$ cat src/hw/rtl/hsv2rgb_pkg.sv
// Types and constants shared by the HSV to RGB converter files.
`timescale 1ns / 1ps
`default_nettype none

package hsv2rgb_pkg;

  localparam int unsigned CompW   = 8;
  localparam int unsigned SectorW = 3;
  localparam int unsigned ScaleW  = CompW + 1;

  typedef logic [CompW-1:0]   comp_t;
  typedef logic [SectorW-1:0] sector_t;
  typedef logic [ScaleW-1:0]  scale_t;

  // Sector codes, one per sixth of the colour circle
  localparam sector_t SEC_RED_YELLOW    = 3'd0;
  localparam sector_t SEC_YELLOW_GREEN  = 3'd1;
  localparam sector_t SEC_GREEN_CYAN    = 3'd2;
  localparam sector_t SEC_CYAN_BLUE     = 3'd3;
  localparam sector_t SEC_BLUE_MAGENTA  = 3'd4;
  localparam sector_t SEC_MAGENTA_RED   = 3'd5;

  typedef struct packed {
    comp_t hue;
    comp_t saturation;
    comp_t brightness;
  } hsv_t;

  typedef struct packed {
    comp_t red;
    comp_t green;
    comp_t blue;
  } rgb_t;

endpackage

`default_nettype wire

$ cat src/hw/rtl/hsv2rgb_mix.sv
// Sector mapping: routes top, middle and offset levels onto red, green and blue.
`timescale 1ns / 1ps
`default_nettype none

module hsv2rgb_mix (
  input  wire hsv2rgb_pkg::sector_t sector,
  input  wire hsv2rgb_pkg::comp_t   hi,
  input  wire hsv2rgb_pkg::comp_t   mid,
  input  wire hsv2rgb_pkg::comp_t   lo,
  output hsv2rgb_pkg::rgb_t         rgb
);

  always_comb begin
    case (sector)
      hsv2rgb_pkg::SEC_RED_YELLOW: begin
        rgb = '{red: hi,  green: mid, blue: lo};
      end
      hsv2rgb_pkg::SEC_YELLOW_GREEN: begin
        rgb = '{red: mid, green: hi,  blue: lo};
      end
      hsv2rgb_pkg::SEC_GREEN_CYAN: begin
        rgb = '{red: lo,  green: hi,  blue: mid};
      end
      hsv2rgb_pkg::SEC_CYAN_BLUE: begin
        rgb = '{red: lo,  green: mid, blue: hi};
      end
      hsv2rgb_pkg::SEC_BLUE_MAGENTA: begin
        rgb = '{red: mid, green: lo,  blue: hi};
      end
      default: begin
        // magenta to red, and the unused codes
        rgb = '{red: hi,  green: lo,  blue: mid};
      end
    endcase
  end

endmodule

`default_nettype wire

$ cat src/hw/rtl/hsv_to_rgb_converter.sv
// Top level of the pipelined 8-bit HSV to RGB colour converter.
`timescale 1ns / 1ps
`default_nettype none

// Converts one 8-bit hue/saturation/brightness item into one 8-bit red/green/blue
// item. The block is a three-stage pipeline and takes one item every clock while
// the result side keeps up. An accepted item passes the stage 1, stage 2 and
// stage 3 registers in turn and is then offered on the result channel. Stage 1
// forms chroma (saturation times brightness, top 8 bits) and splits hue times
// six into a sector number and a position within the sector pair; stage 2 forms
// the middle level from chroma and that position (the second multiplier) together
// with the offset, brightness minus chroma; stage 3 adds the offset to the middle
// level and routes top, middle and offset onto the three colours. The
// two multipliers, one per stage, set the clock. Every stage holds its item
// while the stage after it is full and stalled, so back-pressure on out_ready
// reaches in_ready without losing or repeating an item. A brightness of zero
// gives black through the arithmetic itself: chroma and offset are then zero.
module hsv_to_rgb_converter (
  input  wire                 clk,
  input  wire                 rst_n,
  input  wire                 in_valid,
  output logic                in_ready,
  input  wire hsv2rgb_pkg::hsv_t in_data,
  output logic                out_valid,
  input  wire                 out_ready,
  output hsv2rgb_pkg::rgb_t   out_data
);

  // ---------------------------------------------------------------
  // Stage handshake: a stage takes an item when it is empty or its
  // current item moves on in the same cycle.
  // ---------------------------------------------------------------
  logic s1_valid_r, s2_valid_r, s3_valid_r;
  logic s1_ready, s2_ready, s3_ready;

  assign s3_ready = !s3_valid_r || out_ready;
  assign s2_ready = !s2_valid_r || s3_ready;
  assign s1_ready = !s1_valid_r || s2_ready;
  assign in_ready = s1_ready;

  // ---------------------------------------------------------------
  // Stage 1: chroma and hue scaling
  // ---------------------------------------------------------------
  hsv2rgb_pkg::comp_t   s1_chroma_r, s1_chroma_nxt;
  hsv2rgb_pkg::comp_t   s1_bright_r;
  hsv2rgb_pkg::scale_t  s1_scale_r, s1_scale_nxt;
  hsv2rgb_pkg::sector_t s1_sector_r, s1_sector_nxt;

  logic [2*hsv2rgb_pkg::CompW-1:0] sv_prod;
  logic [10:0]                     hue_x6;
  logic [8:0]                      hue_pos;

  always_comb begin
    sv_prod       = in_data.saturation * in_data.brightness;
    s1_chroma_nxt = sv_prod[15:8];
    // hue * 6 as two shifted copies
    hue_x6        = {1'b0, in_data.hue, 2'b00} + {2'b00, in_data.hue, 1'b0};
    s1_sector_nxt = hue_x6[10:8];
    hue_pos       = hue_x6[8:0];
    // 256 minus distance from the middle of the sector pair
    s1_scale_nxt  = hue_pos[8] ? (9'd256 - {1'b0, hue_pos[7:0]}) : hue_pos;
  end

  always_ff @(posedge clk) begin
    if (!rst_n) begin
      s1_valid_r <= 1'b0;
    end else if (s1_ready) begin
      s1_valid_r <= in_valid;
    end
  end

  always_ff @(posedge clk) begin
    if (s1_ready && in_valid) begin
      s1_chroma_r <= s1_chroma_nxt;
      s1_bright_r <= in_data.brightness;
      s1_scale_r  <= s1_scale_nxt;
      s1_sector_r <= s1_sector_nxt;
    end
  end

  // ---------------------------------------------------------------
  // Stage 2: middle level and offset
  // ---------------------------------------------------------------
  hsv2rgb_pkg::comp_t   s2_mid_r, s2_mid_nxt;
  hsv2rgb_pkg::comp_t   s2_lo_r, s2_lo_nxt;
  hsv2rgb_pkg::comp_t   s2_hi_r;
  hsv2rgb_pkg::sector_t s2_sector_r;

  logic [16:0] cx_prod;

  always_comb begin
    cx_prod    = {9'd0, s1_chroma_r} * {8'd0, s1_scale_r};
    s2_mid_nxt = cx_prod[15:8];
    s2_lo_nxt  = s1_bright_r - s1_chroma_r;
  end

  always_ff @(posedge clk) begin
    if (!rst_n) begin
      s2_valid_r <= 1'b0;
    end else if (s2_ready) begin
      s2_valid_r <= s1_valid_r;
    end
  end

  // chroma plus offset is brightness itself
  always_ff @(posedge clk) begin
    if (s2_ready && s1_valid_r) begin
      s2_mid_r    <= s2_mid_nxt;
      s2_lo_r     <= s2_lo_nxt;
      s2_hi_r     <= s1_bright_r;
      s2_sector_r <= s1_sector_r;
    end
  end

  // ---------------------------------------------------------------
  // Stage 3: add offset to the middle level, route by sector
  // ---------------------------------------------------------------
  hsv2rgb_pkg::comp_t s3_mid;
  hsv2rgb_pkg::rgb_t  s3_rgb_nxt, s3_rgb_r;

  assign s3_mid = s2_mid_r + s2_lo_r;

  hsv2rgb_mix u_mix (
    .sector (s2_sector_r),
    .hi     (s2_hi_r),
    .mid    (s3_mid),
    .lo     (s2_lo_r),
    .rgb    (s3_rgb_nxt)
  );

  always_ff @(posedge clk) begin
    if (!rst_n) begin
      s3_valid_r <= 1'b0;
    end else if (s3_ready) begin
      s3_valid_r <= s2_valid_r;
    end
  end

  always_ff @(posedge clk) begin
    if (s3_ready && s2_valid_r) begin
      s3_rgb_r <= s3_rgb_nxt;
    end
  end

  assign out_valid = s3_valid_r;
  assign out_data  = s3_rgb_r;

  // ---------------------------------------------------------------
  // Assertions
  // ---------------------------------------------------------------
  a_accept_fills_s1: assert property (@(posedge clk) disable iff (!rst_n)
    (in_valid && in_ready) |=> s1_valid_r)
    else $error("accepted item did not reach stage 1");

  a_s2_holds_on_stall: assert property (@(posedge clk) disable iff (!rst_n)
    (s2_valid_r && !s3_ready) |=> (s2_valid_r && $stable(s2_mid_r)
      && $stable(s2_lo_r) && $stable(s2_sector_r)))
    else $error("stage 2 item changed while stalled");

  a_sector_range: assert property (@(posedge clk) disable iff (!rst_n)
    s1_valid_r |-> (s1_sector_r <= hsv2rgb_pkg::SEC_MAGENTA_RED))
    else $error("sector out of range");

  a_levels_ordered: assert property (@(posedge clk) disable iff (!rst_n)
    s2_valid_r |-> ({1'b0, s2_mid_r} + {1'b0, s2_lo_r} <= {1'b0, s2_hi_r}))
    else $error("middle level plus offset exceeds brightness");

endmodule

`default_nettype wire
$ cat config.mk
export PLATFORM = sky130hd
export DESIGN_NAME = hsv_to_rgb_converter
export DESIGN_NICKNAME = d
export VERILOG_FILES = /design/src/hw/rtl/hsv2rgb_pkg.sv /design/src/hw/rtl/hsv2rgb_mix.sv /design/src/hw/rtl/hsv_to_rgb_converter.sv
export SDC_FILE = /design/constraint.sdc
export NUM_CORES = 1
export LEC_CHECK = 0
export ABC_AREA = 1
export BUFFER_PORTS_ARGS = -buffer_cell sky130_fd_sc_hd__clkbuf_2
export CAP_MARGIN = 20
export CORE_AREA = 2 2 118 120
export CTS_CLUSTER_DIAMETER = 120
export DETAILED_ROUTE_END_ITERATION = 10
export DIE_AREA = 0 0 120 122
export HOLD_SLACK_MARGIN = 0.08
export PLACE_DENSITY = 0.82
export SLEW_MARGIN = 20
export SYNTH_ARGS = -nofsm -noshare
export SYNTH_HDL_FRONTEND = slang
export SYNTH_SLANG_ARGS = --single-unit
$ cat constraint.sdc
create_clock -name clk -period 6.6 [get_ports clk]
set_input_delay 0.33 -clock clk [delete_from_list [all_inputs] [get_ports clk]]
set_output_delay 0.33 -clock clk [all_outputs]
set_load 0.01 [all_outputs]
**Word level (Yosys, flattened, before mapping)**

Cells that the tools add are included.

- Flip-flop bits (word level): 82
- Input port bits: 28
- Output and inout bits: 26
- Logic and storage cells: 37

- $add $sub $neg: 4
- Multipliers: 2
- Equality and inequality tests: 4
- Muxes and demuxes: 2
- Reduce and logical (&&, ||, !) cells: 10

Operators with widths:

| cell | count |
|---|---|
| case mux 24 bit (5 select lines) | 1 |
| multiplier 8 x 8 -> 16 bit | 1 |
| multiplier 8 x 9 -> 16 bit | 1 |
| adder 10 x 9 -> 11 bit | 1 |
| subtractor 9 x 8 -> 9 bit (first input constant) | 1 |
| adder 8 bit | 1 |
| two-way mux 8 bit | 1 |
| subtractor 8 bit | 1 |
| equality test 3 x 2 -> 1 bit (second input constant) | 2 |
| equality test 3 x 1 -> 1 bit (second input constant) | 1 |
| equality test 3 bit (second input constant) | 1 |
| logical AND 1 bit | 3 |
| logical NOT 1 bit | 3 |
| logical NOT 3 bit | 1 |
| logical OR 1 bit | 3 |

**Logic depth before layout (Yosys ltp)**

Gate-level depths: netlist (run 1).

- Depth after elaboration: 5
- Depth in mapped cells: 20
- Gate-level depth less buffers: 19

**By module**

From an unflattened synthesis (run 1), not the netlist that was laid out.

- Cell total of the unflattened synthesis: 1118
- Area total of the unflattened synthesis: 8863.5 um^2

By module, submodules not included:

| module | instances | cells an instance | area an instance (um^2) | seq. area each (um^2) |
|---|---|---|---|---|
| hsv_to_rgb_converter | 1 | 957 | 8015.2 | 2402.3 |
| hsv2rgb_mix | 1 | 161 | 848.3 | 0.0 |

**Least setup slack after synthesis (run 1)**

Ideal clock, no wire load.

- Path type: flip-flop to flip-flop
- Start: register s1_chroma_r[2]
- End: register s2_mid_r[4] (data pin)
- Library setup time: 0.252 ns
- Data arrival time: 3.657 ns
- Required time: 6.348 ns
- Slack: 2.691 ns
- Cell stages (with the launch flop): 19
- Buffers on the path: 1
- Clock period less this slack: 3.909 ns
- Cells stage by stage: edfxtp_1 clkbuf_1 nand2_1 fa_1 fa_1 inv_1 fa_1 inv_1 fa_1 inv_1 ha_1 nand2_1 inv_1 a21boi_0 nand2_1 nand2_1 nand2_1 nand2_1 nand2_1

- Longest elaborated chain between the ends: 1

Ends and longest elaborated chain:

| what | RTL line | text |
|---|---|---|
| from (decl) | hsv_to_rgb_converter.sv:44 | `hsv2rgb_pkg::comp_t s1_chroma_r, s1_chroma_nxt;` |
| from (signal assigned) | hsv_to_rgb_converter.sv:74 | `s1_chroma_r <= s1_chroma_nxt;` |
| multiplier 8 x 9 -> 16 bit | hsv_to_rgb_converter.sv:92 | `cx_prod = {9'd0, s1_chroma_r} * {8'd0, s1_scale_r};` |
| named net cx_prod[12] | hsv_to_rgb_converter.sv:89 | `logic [16:0] cx_prod;` |
| to (signal assigned) | hsv_to_rgb_converter.sv:108 | `s2_mid_r <= s2_mid_nxt;` |
| to (decl) | hsv_to_rgb_converter.sv:84 | `hsv2rgb_pkg::comp_t s2_mid_r, s2_mid_nxt;` |

The timed path passes the listed nets, and every way through them passes these cells.
A chain may end at the register's enable or synchronous reset.

**Worst setup path after layout (run 1)**

- Start: register s1_chroma_r[2]
- End: register s2_mid_r[5] (data pin)

Same word-level chain as after synthesis.

==> impl_metrics.toml, run 1 <==
[routing]
drc = 0
wl_per_cell_um = 13.1
via_count = 6698
first_pass_iters = 5
vias_per_cell = 5.20
wl_mm = 16.9
drt_iter0_drc = 531
ant_nets = 0

[sta]
finalHoldViolCount = 0
setup_viol = 0
worst_pin_slew_ps = 976
timing.final.crit_share_pct = 64.3
fin_worst_skew_ps = 6.54
holdWs_ps = 224
slew_violations = 0
max_freq_ghz = 0.236
rsz0062_at_grt = "false"
slew-limit-headroom_pct = 34.9
tns_ps = 0
post-route-min-period_ps = 4240
setup_slack_ps = 2360

[synth]
synth.cell_area_mm2 = 0.00855
ys_types = 40
syn_avg_cell_area_um2 = 8.01
synth_area_leaders = "edfxtp_1 (27%), fa_1 (17%), nand2_1 (13%)"
synth_cells = 1068
synth-seq-area-share_pct = 28.1
synth_top_cell_by_area = "edfxtp_1"
synth.top_cell.area_share_pct = 27.4
yosys_warnings = 0
synth_edf_count = 78
ys_ff_latch = 81
async_flop_share_pct = 0
syn_nets = 1256
synth_common_cells = "nand2_1 (306), inv_1 (274), ha_1 (88)"
ys.flop_type = "edfxtp_1"
yosysMostFrequentCell = "nand2_1"

[global_route]
grt_max_degree = 28
antenna_found_initial = 0
grt_pass1_wl_mm = 28.4
track_usage_pct = 24.2
grt_overflow_total = 0
first_global_vias = 6494

[hold_path]
hold_path.class = "in2reg"
hp-start = "in_data[16]"

[placement]
dp_slack_ps = 2410
gp_congestion = 0.915
dpl.hpwl_mm = 13.5
numPortBuffers = 53
placed_cell_area_mm2 = 0.00891

[die]
fp.dieW_um = 120
ioPinCount = 54
fp.coreArea_mm2 = 0.0135
num_rows = 43
die_y_um = 122
die_area_mm2 = 0.0146
start_util_pct = 63.3

[clock_tree]
cts.clk_slew.worst_paths_ps = 60
ctsResizeCount = 0
numCtsBuffers = 9
clk_path_buf_depth = 2
cts_root_buf = "clkbuf_16"
hold_buffers = 0
cts_tree = "yes"
clk-insertion-delay-late_ps = 340
htreeDepth = 3
cts.sinks = 81
postCtsSetupBuffers = 0

[critical_path]
cp.required_ps = 6680
critPathCaptureType = "register"
critical_path_class = "reg2reg"
crit_start = "s1_chroma_r[2]"
r2r-start = "s1_chroma_r[2]"
cp.arrival_ps = 4320
start_kind = "register"
critPathMaxFanout = 9

[finish]
fin_nets = 1290
post-route-util_pct = 68.3
num_antenna_cells = 0
syn_to_final_growth_pct = 7.86
finalInstanceArea_mm2 = 0.00922
num-fill-cells = 1083
final_layout_size_suffix_gt1_share_pct = 7.50

[power_and_ir_drop]
seq_power_share_pct = 20.7
p_sw_share_pct = 49.9
internal_power_uw = 2230
ir_worst_vdd_mv = 0.481
switching_power_uw = 2220
power.density_mw_per_mm2 = 483
share_comb_of_total_power_pct = 67.9
clock_power_share_pct = 11.3
power.leakage_uw = 0.00531

[outcome]
outcome = "complete, no violations"

[job]
max-cap-violations = 0
## metrics by stage
stage	power (uW)	instances
after CTS	4430	1287
final	4450	1287
after global placement	3780	1271
after floorplan	3210	1068
after detailed placement	3890	1271
after global routing	4930	1287
## placed cells by master (no fill, tap or decap), types with 3 or more instances in the layout
master / Yosys / final
xnor2_1: 13 / 13
ha_1: 88 / 88
fa_1: 72 / 72
clkbuf_2: 0 / 53
nand3b_1: 6 / 6
a22oi_1: 8 / 8
nand3_1: 44 / 44
clkbuf_16: 0 / 9
inv_1: 274 / 274
nand4_1: 9 / 9
xor2_1: 10 / 10
nor4_1: 3 / 3
a21o_1: 4 / 4
dfxtp_1: 3 / 3
o221ai_1: 6 / 6
nand2_1: 306 / 306
edfxtp_1: 78 / 78
a21oi_1: 34 / 33
o211ai_1: 4 / 4
o21ai_0: 18 / 18
nor2_1: 31 / 31
nand2_2: 4 / 4
## path summary, 6_finish.rpt
path	end	slack (ps)	depth (start not counted)
worst max-delay path	s2_mid_r[5]	2360	16
worst min-delay path	s1_scale_r[1]	220	1
worst min register to register	s2_sector_r[1]	450	0
worst max register to register	s2_mid_r[5]	2360	16
## critical path, cell delays in order, from the launching register on
cell      delay, ps
edfxtp_1        620
nand2_1         140
fa_1            520
fa_1            550
inv_1            50
fa_1            480
inv_1            50
fa_1            470
inv_1            50
ha_1            360
nand2_1         130
o21ai_0         250
nand2_1          80
nand2_1          80
nor2_1           40
nand2_1          60
nand2_1          50
## layout make-up
| type | count | area [um2] | area share [%] |
|---|---|---|---|
| multi-input combinational | 681 | 4980 | 54.0 |
| sequential | 81 | 2400 | 26.1 |
| inverter | 276 | 1040 | 11.3 |
| timing repair buffer | 53 | 265 | 2.88 |
| clock buffer | 11 | 243 | 2.63 |
| tap | 180 | 225 | 2.44 |
| clock inverter | 5 | 62.6 | 0.678 |
## routing by layer
layer  global-route usage (%)  vias up  part of all wire (%)  routed length (um)
li1                         -     3348                     -                   -
met4                     9.12        0                   2.2                 380
met1                     29.7     3104                    42                7060
met5                        0        -                     0                   0
met2                     43.4      214                    51                8540
met3                     3.56       32                   5.4                 919
## registers in the layout (all words and copies together) (netlist names)
| name | count |
|---|---|
| s1_sector_r | 3 |
| s1_scale_r | 8 |
| s2_valid_r | 1 |
| s2_lo_r | 8 |
| s1_valid_r | 1 |
| out_data | 24 |
| s2_hi_r | 8 |
| s2_sector_r | 3 |
| s2_mid_r | 8 |
| s1_chroma_r | 8 |
| out_valid | 1 |
| s1_bright_r | 8 |
## logic make-up after synthesis
| group | count (synthesis) | share of synthesized area [%] |
|---|---|---|
| compound gates | 85 | 5.99 |
| flops | 81 | 28.1 |
| simple gates | 413 | 20.0 |
| buf+inv | 306 | 13.8 |
| xor+xnor | 23 | 2.36 |
| fa+ha+maj | 160 | 29.7 |
## power groups by stage
stage / combinational (uW) / clock, uW / sequential [uW]
after floorplan: 2380 / 0 / 835
after CTS: 3000 / 509 / 922
final: 3020 / 505 / 924
after detailed placement: 2960 / 0 / 932
after global placement: 2850 / 0 / 929
after global routing: 3470 / 528 / 933
No activity file was read; power rests on OpenSTA's default activity.
==> run 2, diff against run 1 <==
CORE_AREA = 2 2 120 122   (was 2 2 118 120)
DIE_AREA = 0 0 122 124   (was 0 0 120 122)
PLACE_DENSITY = 0.79   (was 0.82)
clock period = 4.39 ns   (was 6.6 ns; I/O delays follow)
==> run 2 against run 1 <==
Clock power grew 50%. Core utilization shrank 1.0 points. Critical path depth down 1. Via count fell by 0.13%. Largest cell class unchanged.
==> impl_metrics.toml, run 2 (synthesis results as in run 1) <==
[placement]
dp_cells = 1272
dp_slack_ps = 334
dpl.hpwl_mm = 13.7
gp_congestion = 0.936
numPortBuffers = 53

[clock_tree]
cts.clk_slew.worst_paths_ps = 60
cts_tree = "yes"
cts_root_buf = "clkbuf_16"
ctsResizeCount = 0
cts.sinks = 81
htreeDepth = 3
numCtsBuffers = 9
postCtsSetupBuffers = 0
hold_buffers = 0
clk-insertion-delay-late_ps = 340
clk_path_buf_depth = 2

[global_route]
grt_pass1_wl_mm = 27.5
first_global_vias = 6335
grt_overflow_total = 0
grt_max_degree = 28
antenna_found_initial = 0
track_usage_pct = 22.9

[finish]
final_cell_mix = "nand2_1 (306), inv_1 (274), ha_1 (88)"
num_antenna_cells = 0
syn_to_final_growth_pct = 7.90
mostFrequentLayoutCell = "nand2_1"
post-route-util_pct = 67.2
final_layout_size_suffix_gt1_share_pct = 7.67
fin_cells = 1288
largest_reg_flops = 24
fin_nets = 1291

[die]
ioPinCount = 54
die_y_um = 124
num_rows = 43
start_util_pct = 62.3
fp.coreArea_mm2 = 0.0137
die_area_mm2 = 0.0151
fp.dieW_um = 122

[critical_path]
critPathCaptureType = "register"
r2r_cells = 15
crit_start = "s1_chroma_r[3]"
cp.required_ps = 4490
r2r_end = "s2_mid_r[7]"
cp-endpoint = "s2_mid_r[7]"
critPathMaxFanout = 9
start_kind = "register"
cp.arrival_ps = 4220
rrSetupSlack_ps = 270
critical_path_class = "reg2reg"
r2r-start = "s1_chroma_r[3]"

[sta]
tns_ps = 0
slew-limit-headroom_pct = 35.6
max_freq_ghz = 0.243
setup_slack_ps = 267
rsz0062_at_grt = "false"
fin_worst_skew_ps = 7.32
worst_pin_slew_ps = 964
setup_viol = 0
finalHoldViolCount = 0
timing.final.crit_share_pct = 93.9
slew_violations = 0
post-route-min-period_ps = 4120

[job]
max-cap-violations = 0

[power_and_ir_drop]
switching_power_uw = 3240
power.density_mw_per_mm2 = 713
share_comb_of_total_power_pct = 67.6
power.leakage_uw = 0.00531
ir_worst_vdd_mv = 0.528
p_total_uw = 6580
p_sw_share_pct = 49.2
internal_power_uw = 3340
seq_power_share_pct = 20.9
clock_power_share_pct = 11.5

[outcome]
outcome = "complete, no violations"

[routing]
first_pass_iters = 5
wl_mm = 16.5
via_count = 6689
vias_per_cell = 5.19
wl_per_cell_um = 12.8
ant_nets = 0
drc = 0
drt_iter0_drc = 569

[hold_path]
hold_path.class = "in2reg"
run 2: power by group through the flow:
stage                     sequential [uW]  clock, uW  combinational, uW
final                                1370        755               4450
after global routing                 1390        791               5170
after CTS                            1370        765               4450
after detailed placement             1390          0               4410
after global placement               1380          0               4290
after floorplan                      1260          0               3580
run 2: worst min-delay path by stage:
stage / from / endpoint / cells past startpoint
3_5_place_dp: s1_sector_r[1] / s2_sector_r[1] / 0
3_3_place_gp: s1_sector_r[1] / s2_sector_r[1] / 0
2_1_floorplan: in_data[0] / s1_bright_r[0] / 0
4_1_cts: in_data[16] / s1_scale_r[1] / 1
5_1_grt: in_data[16] / s1_scale_r[1] / 1
6_report: in_data[16] / s1_scale_r[1] / 1
run 2: metal layers:
| layer | global-route usage, % | share of wire, % |
|---|---|---|
| met5 | 0 | 0 |
| met2 | 39.8 | 49 |
| met4 | 8.84 | 3.0 |
| met3 | 3.30 | 5.5 |
| met1 | 28.9 | 42 |
run 2: layout make-up:
class / count / area (um2)
clock buffers: 9 / 225
clock inverters: 7 / 76.3
flip-flops and latches: 81 / 2400
inverters: 276 / 1040
multi-input cells: 681 / 4980
fillers: 1182 / 4490
repair buffers: 54 / 273
well taps: 180 / 225
run 2: per-stage QoR:
| stage | instance area (um2) | hold slack (ps) |
|---|---|---|
| final | 9230 | 115 |
| after floorplan | 8550 | 318 |
| after detailed placement | 8920 | 423 |
| after CTS | 9220 | 109 |
| after global placement | 8920 | 420 |
| after global routing | 9230 | 113 |
run 2: critical path, stage by stage, from the launching register on:
cell and delay (ps):
edfxtp_1 560, nand2_1 130, fa_1 490, fa_1 540
inv_1 50, fa_1 470, inv_1 50, fa_1 470
inv_1 40, ha_1 330, a21oi_1 200, o21ai_0 140
a21oi_1 230, nand2_1 90, nand2_1 60, nand2_1 40
